[src/hdl/tkt_pkg.sv]
// Package with the shared constants, payload structs and control structs of the top-K tracker.
package tkt_pkg;

	localparam int MAX_KEEP   = 64;
	localparam int VALUE_W    = 32;
	localparam int KEEP_W     = 7;
	localparam int HELD_W     = 7;
	localparam int COUNT_W    = $clog2(MAX_KEEP + 1);
	localparam int KEEP_EXT_W = (COUNT_W > KEEP_W) ? COUNT_W : KEEP_W;

	localparam logic [KEEP_W-1:0] KEEP_RESET = KEEP_W'(64);

	typedef struct packed {
		logic signed [VALUE_W-1:0] sample_value;
		logic                      start_set;
	} sample_t;

	typedef struct packed {
		logic signed [VALUE_W-1:0] smallest_kept;
		logic [HELD_W-1:0]         held_count;
	} result_t;

	typedef struct packed {
		logic                      valid;
		logic                      start;
		logic signed [VALUE_W-1:0] value;
		logic [COUNT_W-1:0]        keep;
	} step_t;

	typedef struct packed {
		logic signed [VALUE_W-1:0] min_value;
		logic [COUNT_W-1:0]        count;
	} chain_status_t;

endpackage

[src/hdl/tkt_out_reg.sv]
// Result register that holds one result until the downstream side takes it.
module tkt_out_reg import tkt_pkg::*; (
	input  logic          clk,
	input  logic          arst_n,
	input  logic          valid_s1,
	input  chain_status_t status,
	output logic          advance,
	output logic          result_valid,
	input  logic          result_stall,
	output result_t       result
);

	assign advance = !result_valid || !result_stall;

	always_ff @(posedge clk or negedge arst_n) begin
		if (!arst_n) begin
			result_valid <= 1'b0;
		end else if (advance) begin
			result_valid <= valid_s1;
		end
	end

	always_ff @(posedge clk) begin
		if (advance && valid_s1) begin
			result.smallest_kept <= status.min_value;
			result.held_count    <= HELD_W'(status.count);
		end
	end

endmodule
[config.mk]
export PLATFORM = sky130hd
export DESIGN_NAME = tkt_out_reg
export DESIGN_NICKNAME = d
export VERILOG_FILES = /design/src/hdl/tkt_pkg.sv /design/src/hdl/tkt_out_reg.sv
export SDC_FILE = /design/constraint.sdc
export NUM_CORES = 1
export LEC_CHECK = 0
export BUFFER_PORTS_ARGS = -buffer_cell sky130_fd_sc_hd__buf_2
export CAP_MARGIN = 20
export CORE_UTILIZATION = 40
export DETAILED_ROUTE_END_ITERATION = 10
export PLACE_DENSITY = 0.89
export SETUP_SLACK_MARGIN = 0.02
export SLEW_MARGIN = 20
export SYNTH_ARGS = -nofsm -noshare
export SYNTH_HDL_FRONTEND = slang
export SYNTH_SLANG_ARGS = --single-unit
[constraint.sdc]
create_clock -name clk -period 2.7 [get_ports clk]
set_clock_uncertainty 0.05 [all_clocks]
set_input_delay 0.675 -clock clk [delete_from_list [all_inputs] [get_ports clk]]
set_output_delay 0.675 -clock clk [all_outputs]
set_load 0.02 [all_outputs]
==> results.sh <==
export IMPL_met2_usage_pct=25.5
export IMPL_cts_root_buf="clkbuf_4"
export IMPL_post_drt_wl_per_cell_um=13.9
export IMPL_critical_path_arrival_ns=1.03
export IMPL_path_clk_slew_ns=0.11
export IMPL_synth_seq_area_share_pct=98.2
export IMPL_grt_remaining_overflow=0
export IMPL_layout_commonest_cell="buf_2"
export IMPL_avgSynthCellArea_um2=28.3
export IMPL_max_cap_viol_count=0
export IMPL_dp_cells=158
export IMPL_period_needed_ns=1.75
export IMPL_hold_viol=0
export IMPL_grt_pass1_vias=837
export IMPL_cts_resized=0
export IMPL_synth_cells=43
export IMPL_top_level_ports=84
export IMPL_cts_buffers=5
export IMPL_final_cell_mix="83 x buf_2, 39 x edfxtp_1, 5 x clkbuf_4"
export IMPL_route_detailed_drc=7
export IMPL_grt_most_used_layer="met2"
export IMPL_grt_antenna_before_repair=0
export IMPL_cts_sinks=40
export IMPL_grt_usage_pct=15.6
export IMPL_use_met3_pct=8.62
export IMPL_drive_gt1_share_pct=66.7
export IMPL_chipWidth_um=57.2
export IMPL_place_hpwl_mm=1.74
export IMPL_place_gp_congestion=0.756
export IMPL_syn_cell_area_mm2=0.00122
export IMPL_syn2layout_area_growth_pct=43.5
export IMPL_post_route_period_util_pct=64.8
export IMPL_insertion_delay_ns=0.33
export IMPL_grt_max_degree=30
export IMPL_leakagePower_nw=0.760
export IMPL_via_count=777
export IMPL_drt_iter0_markers=37
export IMPL_cts_hold_fix_buffers=0
export IMPL_post_cts_setup_buffer_count=0
export IMPL_cts_max_level=2
export IMPL_worst_pin_slew_ns=0.425
export IMPL_fin_nets=177
export IMPL_tritoncts="yes"
export IMPL_core_area_mm2=0.00283
export IMPL_maxSlewViolCount=0
export IMPL_num_rows=19
export IMPL_met1_usage_pct=16.0
export IMPL_p_per_area_mw_per_mm2=647
export IMPL_status="finished, violations left"
export IMPL_instances_no_fill=166
export IMPL_hold_class="input pin to asynchronous set/reset pin"
export IMPL_n_antenna_cell=0
export IMPL_synth_mux_area_share_pct=0
export IMPL_crit_required_ns=1.98
export IMPL_failed_checks="DRC"
export IMPL_synth_simple_gate_area_share_pct=0.308
export IMPL_synthDistinctLibCells=5
export IMPL_grt_pass1_wl_mm=3.53
export IMPL_finalSetupViolations=0
export IMPL_synth_xor_area_share_pct=0
export IMPL_synth_nets=86
export IMPL_start_util_pct=43.1
export IMPL_ir_worst_vdd_uv=351
export IMPL_yosys_warnings=0
export IMPL_max_freq_mhz=571
export IMPL_vias_per_cell=4.68
export IMPL_die_area_mm2=0.00327
export IMPL_crit_path_start_kind="flop"
export IMPL_final_setup_tns_ns=0
export IMPL_fill_cells=200
export IMPL_clockBufferDepth=2
export IMPL_dieHeight_um=57.2
export IMPL_setup_worst_path_end_class="output port"
export IMPL_firstDrtPassIters=8
export IMPL_synthAdderAreaFrac_pct=0
export IMPL_synth_compound_area_share_pct=1.54
export IMPL_antenna_left=0
export IMPL_drt_wl_total_mm=2.30
export IMPL_synth_top_family_by_area="compound AO/OA/AOI/OAI gates"
export IMPL_ys_seq_elements=40
export IMPL_total_power_w=0.00113
export IMPL_cp_max_fo=4
export IMPL_rsz0062_at_grt="no"
export IMPL_portBuffers=83
export IMPL_slew_headroom_pct=71.6
export IMPL_path_class="flop to output port"
==> layer usage <==
| layer | vias up | routed length, um | part of all wire (%) |
|---|---|---|---|
| met5 | - | 0 | 0 |
| met4 | 0 | 26 | 1.1 |
| met3 | 4 | 298 | 13 |
| met2 | 64 | 1130 | 49 |
| met1 | 356 | 845 | 37 |
| li1 | 353 | - | - |
==> logic make-up after synthesis <==
kind of cell     count (synthesis)
flip-flops                      40
AND/OR/NAND/NOR                  1
AO/OA/AOI/OAI                    2
==> sequential cells by signal, indices dropped and copies added (netlist names) <==
register	count
result	39
result_valid	1
==> cell type report <==
type / instances / area, um^2 / share of cell area [%]
Multi-Input combinational cell: 3 / 30.0 / 1.72
Clock buffer: 7 / 45.0 / 2.58
Timing Repair Buffer: 84 / 435 / 24.9
Clock inverter: 1 / 3.75 / 0.215
Sequential cell: 40 / 1200 / 68.4
Tap cell: 31 / 38.8 / 2.22
==> power by group <==
part	total [W]	internal, W	switching, W
registers	0.000730	0.000721	0.00000872
logic	0.000127	0.0000488	0.0000779
clock network	0.000275	0.000100	0.000175
total	0.00113	0.000870	0.000261
==> final timing paths <==
kind / cells after the start / from / to / slack [ns]
worst max register to register: 2 / result_valid / result[21] / 1.24
worst min register to register: 1 / result_valid / result_valid / 0.57
min in group clk: 1 / status[37] / result[37] / 0.46
worst max-delay path: 2 / result_valid / advance / 0.95
worst min-delay path: 1 / arst_n / result_valid / 0.04
max in group asynchronous: 1 / arst_n / result_valid / 2.48
==> per-stage QoR <==
step | area (um^2) | utilization (%) | setup WS [ns] | hold slack, ns
after floorplan | 1220 | - | 0.415 | 0.329
after global placement | 1700 | 60.1 | 0.923 | 0.400
after detailed placement | 1700 | 60.1 | 0.897 | 0.401
after CTS | 1750 | 61.8 | 0.931 | 0.0251
after global routing | 1750 | 61.8 | 0.888 | 0.00882
final | 1750 | 61.8 | 0.949 | 0.0419
==> synth_stat cells (all sizes together) <==
cell / n / area, um^2
dfrtp: 1 / 25.0
nand2: 1 / 3.75
a21boi: 1 / 11.3
edfxtp: 39 / 1170
a21o: 1 / 7.51
==> worst max-delay path: stages (launching register included) <==
cell and delay [ns]:
dfrtp_1 0.45, nand2_1 0.09, buf_2 0.16
Power figures use the tool's default switching activity.
