--- config.mk ---
export PLATFORM = sky130hd
export DESIGN_NAME = tkt_in_reg
export DESIGN_NICKNAME = d
export VERILOG_FILES = /design/src/hdl/tkt_pkg.sv /design/src/hdl/tkt_in_reg.sv
export SDC_FILE = /design/constraint.sdc
export NUM_CORES = 1
export LEC_CHECK = 0
export BUFFER_PORTS_ARGS = -buffer_cell sky130_fd_sc_hd__buf_2
export CAP_MARGIN = 20
export CORE_ASPECT_RATIO = 0.9
export CORE_MARGIN = 2
export CORE_UTILIZATION = 39
export DETAILED_ROUTE_END_ITERATION = 7
export GPL_TIMING_DRIVEN = 0
export PLACE_DENSITY = 0.76
export SYNTH_ARGS = -nofsm -noshare
export SYNTH_HDL_FRONTEND = slang
export SYNTH_SLANG_ARGS = --single-unit
--- constraint.sdc ---
create_clock -name clk -period 1.4 [get_ports clk]
set_input_delay 0.07 -clock clk [delete_from_list [all_inputs] [get_ports clk]]
set_output_delay 0.07 -clock clk [all_outputs]
set_load 0.02 [all_outputs]
--- src/hdl/tkt_pkg.sv ---
// Package with the shared constants, payload structs and control structs of the top-K tracker.
package tkt_pkg;

	localparam int MAX_KEEP   = 64;
	localparam int VALUE_W    = 32;
	localparam int KEEP_W     = 7;
	localparam int HELD_W     = 7;
	localparam int COUNT_W    = $clog2(MAX_KEEP + 1);
	localparam int KEEP_EXT_W = (COUNT_W > KEEP_W) ? COUNT_W : KEEP_W;

	localparam logic [KEEP_W-1:0] KEEP_RESET = KEEP_W'(64);

	typedef struct packed {
		logic signed [VALUE_W-1:0] sample_value;
		logic                      start_set;
	} sample_t;

	typedef struct packed {
		logic signed [VALUE_W-1:0] smallest_kept;
		logic [HELD_W-1:0]         held_count;
	} result_t;

	typedef struct packed {
		logic                      valid;
		logic                      start;
		logic signed [VALUE_W-1:0] value;
		logic [COUNT_W-1:0]        keep;
	} step_t;

	typedef struct packed {
		logic signed [VALUE_W-1:0] min_value;
		logic [COUNT_W-1:0]        count;
	} chain_status_t;

endpackage

--- src/hdl/tkt_in_reg.sv ---
// Input register stage that holds one accepted sample until the chain takes it.
module tkt_in_reg import tkt_pkg::*; (
	input  logic    clk,
	input  logic    arst_n,
	input  logic    sample_valid,
	output logic    sample_stall,
	input  sample_t sample,
	input  logic    advance,
	output logic    valid_s1,
	output sample_t data_s1
);

	logic take;

	assign take         = !valid_s1 || advance;
	assign sample_stall = valid_s1 && !advance;

	always_ff @(posedge clk or negedge arst_n) begin
		if (!arst_n) begin
			valid_s1 <= 1'b0;
		end else if (take) begin
			valid_s1 <= sample_valid;
		end
	end

	always_ff @(posedge clk) begin
		if (take && sample_valid) begin
			data_s1 <= sample;
		end
	end

endmodule

==> results of run 1 <==
metrics by stage:
stage	power, mW	util (%)	area [sq um]	std cells
finish	1.96	73.3	1840	180
global route	2.04	73.3	1840	180
CTS	1.98	73.3	1840	180
detailed placement	1.43	57.3	1440	137
global placement	1.42	57.3	1440	137
floorplan	1.32	-	1050	38
synthesized netlist by cell type:
cell type / count
edfxtp_1: 33
and2_4: 1
dfrtp_1: 1
inv_1: 1
nand2b_1: 1
nand2b_4: 1
worst min path at each step:
stage | startpoint | depth (start not counted) | slack (ns) | to
finish | advance | 3 | 0.04 | valid_s1
floorplan | arst_n | 0 | -0.23 | valid_s1
global placement | arst_n | 1 | -0.15 | valid_s1
CTS | advance | 3 | 0.03 | valid_s1
global route | advance | 3 | 0.03 | valid_s1
detailed placement | arst_n | 1 | -0.15 | valid_s1
worst max-delay path: cells and delay by family (launching register included):
family	cells	cell delay, ns
simple gates	2	0.50
flops	1	0.42
sequential cells by signal, summed over array words and instances (netlist names):
name	count
data_s1	33
valid_s1	1
routing by layer:
metal,GRT usage (%),up-vias
met1,17.6,356
met4,7.95,0
li1,-,375
met5,0,-
met2,34.8,50
met3,4.65,2
placed cells by master (no fill, tap or decap), drive strengths merged:
cell type	n
buf	71
dlygate4sd3	35
edfxtp	33
clkbuf	6
nand2b	2
clkinv	2
inv	1
and2	1
dfrtp	1
power by group through the flow:
stage	clock network, mW	registers (mW)	logic [mW]
4_1_cts	0.499	1.20	0.282
2_1_floorplan	0	1.29	0.0284
6_report	0.479	1.20	0.285
5_1_grt	0.539	1.20	0.303
3_5_place_dp	0	1.22	0.206
3_3_place_gp	0	1.22	0.200
layout make-up:
| type | instances | share of cell area (%) |
|---|---|---|
| clock buffer | 6 | 2.24 |
| multi-input combinational | 3 | 1.56 |
| inverter | 1 | 0.204 |
| sequential | 34 | 55.2 |
| timing repair buffer | 106 | 38.4 |
| clock inverter | 2 | 0.476 |
| tap | 28 | 1.90 |
cell families (layout without fill, tap and decap cells):
group,after synthesis,count (layout),synth area share [%]
simple gates,3,3,2.74
buf+inv,1,115,0.358
flops,34,34,96.9
timing repair:
item,4_1_cts,5_1_grt
hold buffers,35,0
buffers inserted,0,0
endpoints found under the hold margin,35,0
==> flow_summary.toml, run 1 <==
[run_status]
status = "complete, but fails checks"
violations = "DRC"

[setup_path]
worstSetupPathType = "flop to flop"
worstPathRequired_ns = 1.37
worstPathMaxFanout = 33
cp-startpoint = "valid_s1"
path_cells = "nand2b_4 -> and2_4"
crit_path_end_kind = "flop"
r2r_start = "valid_s1"
critPathLaunchType = "flop"
arrival_ns = 1.24
rrSetupSlack_ns = 0.14
rr_endpoint = "data_s1[20]"
cp_slowest_stage_delay_ns = 0.42
crit_slowest_cell = "dfrtp_1"
r2r_cells = 2
endpoint = "data_s1[20]"

[power_and_ir_drop]
switching_share_pct = 22.9
ir_worst_vdd_uv = 661
clock_power_share_pct = 24.4
p_int_mw = 1.51
power.switching_mw = 0.450
pwr-share-seq_pct = 61.1
p_comb_share_pct = 14.5
p_leak_nw = 0.803
power_density_nw_per_um2 = 1070

[detailed_routing]
wl_met1_microns = 895
routed_via_density = 4.35
dr.first_iter.drc_count = 21
drt.antenna.violating_nets = 0
top_layer = "met4"
wl_met2_microns = 1460
drc = 8
firstDrtPassIters = 6
num_vias = 783
routed_wirelength_microns = 2640
wl_met3_microns = 268
routedWlPerCell_microns = 14.7

[clock_tree]
cts-htree-levels = 2
cts_tree = "built"
worstSkewPairLatency_ns = 0.31
clockBufferDepth = 2
numCtsBuffers = 5
cts.clk_slew.worst_paths_ns = 0.09
cts_root_buffer = "clkbuf_4"
cts.repair.resized = 0
cts.sinks = 34

[grt]
grt_usage_pct = 17.9
grt_max_degree = 34
grt_pass1_wl_microns = 3770
grt_pass1_vias = 799
grt.overflow.total = 0
antenna_found_initial = 0

[die]
num_rows = 17
num_io_pins = 72
die_y_microns = 53.2
die_w_microns = 58.7
start_util_pct = 41.8
dieArea_sq_um = 3120
core_sq_um = 2510

[placed_design]
place_congestion = 0.651
portBuffers = 71
dp_slack_ns = 0.141

[synthesis]
yosysUniqueCellTypes = 6
synth.top_cells.by_area = "edfxtp_1, dfrtp_1, nand2b_4"
syn_nets = 75
yosys_warnings = 0
ys_ff_latch = 34
syn_area_sq_um = 1050
syn_avg_cell_area_sq_um = 27.6
synthCells = 38
yosysTopAreaCellShare_pct = 94.5
synth_seq_area_share_pct = 96.9
synth_top_area_cell = "edfxtp_1"

[timing]
finalCriticalPeriod_ns = 1.26
fmax_mhz = 791
fin_setup_tns_ns = 0
holdWs_ns = 0.0390
slew_headroom_pct = 72.4
fin_ws_ns = 0.136
tightest_slew_ns = 0.414
hold_viol_final = 0
setup_viol = 0
grt_setup_unrepaired = "no"
drv_slew = 0
finClkSkew_ns = 0.00422
period_share_pct = 90.3

[final_layout]
syn_to_final_growth_pct = 75.4
multi_input_area_sq_um = 28.8
antenna_cells = 0
seq_area_sq_um = 1020
fillers = 167
layout-drive-gt1-share_pct = 52.0
design.final.nets = 188

[hold_path]
hold_path_class = "primary input to flop"

[job]
cap_violations = 0
Power figures use the tool's default switching activity.
==> run 2: changes to the inputs <==
--- a/config.mk
+++ b/config.mk
@@ -6,11 +6,11 @@
 export NUM_CORES = 1
 export LEC_CHECK = 0
 export BUFFER_PORTS_ARGS = -buffer_cell sky130_fd_sc_hd__buf_2
-export CAP_MARGIN = 20
 export CORE_ASPECT_RATIO = 0.9
 export CORE_MARGIN = 2
 export CORE_UTILIZATION = 39
 export DETAILED_ROUTE_END_ITERATION = 7
+export GPL_ROUTABILITY_DRIVEN = 0
 export GPL_TIMING_DRIVEN = 0
 export PLACE_DENSITY = 0.76
 export SYNTH_ARGS = -nofsm -noshare
==> constraint.sdc (replaced) <==
create_clock -name clk -period 1.3 [get_ports clk]
set_input_delay 0.065 -clock clk [delete_from_list [all_inputs] [get_ports clk]]
set_output_delay 0.065 -clock clk [all_outputs]
set_load 0.02 [all_outputs]
==> flow_summary.toml, run 2 (synthesis results as in run 1) <==
[die]
core_sq_um = 2510
num_rows = 17
start_util_pct = 41.8
dieArea_sq_um = 3120
num_io_pins = 72
die_y_microns = 53.2
die_w_microns = 58.7

[detailed_routing]
routed_wirelength_microns = 2770
dr.first_iter.drc_count = 21
drt.antenna.violating_nets = 0
routed_via_density = 4.34
num_vias = 785
firstDrtPassIters = 5
drc = 8
routedWlPerCell_microns = 15.3

[final_layout]
final_common_cell = "buf_2"
top_regs = "data_s1: 33 flops, valid_s1: 1 flops"
antenna_cells = 0
layout_common_cells = "buf_2, dlygate4sd3_1, edfxtp_1"
final_core_util_pct = 73.6
design.final.nets = 189
syn_to_final_growth_pct = 76.1
largest-register = "data_s1"
layout-drive-gt1-share_pct = 52.3
largest_reg_flops = 33

[power_and_ir_drop]
pwr-share-seq_pct = 60.7
ir_worst_vdd_uv = 717
power.switching_mw = 0.496
power_density_nw_per_um2 = 1150
p_leak_nw = 0.807
switching_share_pct = 23.3
p_comb_share_pct = 14.6
p_int_mw = 1.63
clock_power_share_pct = 24.7

[grt]
grt_max_degree = 34
grt.overflow.total = 0
grt_usage_pct = 17.9
grt_pass1_wl_microns = 3770
grt_pass1_vias = 799
antenna_found_initial = 0

[clock_tree]
cts-htree-levels = 2
cts.sinks = 34
cts_root_buffer = "clkbuf_4"
numCtsBuffers = 5
worstSkewPairLatency_ns = 0.31
postCtsSetupBuffers = 0
cts.clk_slew.worst_paths_ns = 0.10
clockBufferDepth = 2
cts_tree = "built"

[timing]
hold_viol_final = 0
holdWs_ns = 0.0452
finClkSkew_ns = 0.00309
slew_headroom_pct = 74.9
period_share_pct = 95.2
finalCriticalPeriod_ns = 1.24
drv_slew = 0
grt_setup_unrepaired = "no"
fin_ws_ns = 0.0628
tightest_slew_ns = 0.376
fin_setup_tns_ns = 0
fmax_mhz = 808
setup_viol = 0

[placed_design]
portBuffers = 71
dp_slack_ns = 0.0414

[setup_path]
crit_path_end_kind = "flop"
critPathLaunchType = "flop"
arrival_ns = 1.22
worstPathMaxFanout = 16
worstSetupPathType = "flop to flop"
worstPathRequired_ns = 1.28

[run_status]
violations = "DRC"
status = "complete, but fails checks"

[job]
cap_violations = 0

[hold_path]
hold_path_class = "primary input to asynchronous set/reset pin"
run 2: cell types whose count changed in the layout (fill, tap and decap cells not counted):
cell and change:
and2_2 +1
run 2: path summary, 6_finish.rpt:
kind	start	to	slack [ns]	cells after the start
worst max-delay path	valid_s1	data_s1[29]	0.06	2
worst min-delay path	arst_n	valid_s1	0.05	2
worst max register to register	valid_s1	data_s1[29]	0.06	2
worst min register to register	valid_s1	valid_s1	0.59	2
max in group asynchronous	arst_n	valid_s1	1.16	2
min in group clk	advance	valid_s1	0.05	3
run 2: cell type report:
class | count | area (sq um)
fill | 166 | 663
clock inverter | 2 | 8.76
clock buffer | 6 | 41.3
timing repair buffer | 106 | 706
tap | 28 | 35.0
inverter | 1 | 3.75
multi-input combinational | 4 | 36.3
sequential | 34 | 1020
run 2: timing repair:
action,4_1_cts,5_1_grt
endpoints found under the setup margin,0,33
endpoints found under the hold margin,35,0
hold buffers,35,0
gates resized for setup,0,0
run 2: power groups by stage:
stage	sequential [mW]	combinational, mW	clock (mW)
after floorplan	1.39	0.0306	0
after global placement	1.31	0.216	0
after detailed placement	1.31	0.222	0
after CTS	1.29	0.304	0.538
after global routing	1.29	0.332	0.581
final	1.29	0.311	0.524
run 2: stage by stage:
step / cell area [sq um] / instances / power, mW
floorplan: 1050 / 38 / 1.42
global placement: 1440 / 137 / 1.53
detailed placement: 1440 / 137 / 1.53
CTS: 1840 / 180 / 2.13
global route: 1850 / 181 / 2.21
finish: 1850 / 181 / 2.12
run 2: worst max-delay path: stages, from the launching register on:
cell and delay (ns):
dfrtp_1 0.43, nand2b_4 0.10, and2_2 0.38
run 2: layer usage:
metal  up-vias  part of all wire, %  global-route usage [%]
met3         2                  9.5                    4.65
li1        379                    -                       -
met5         -                    0                       0
met2        46                   54                    34.8
met4         0                 0.32                    7.95
met1       358                   36                    17.6
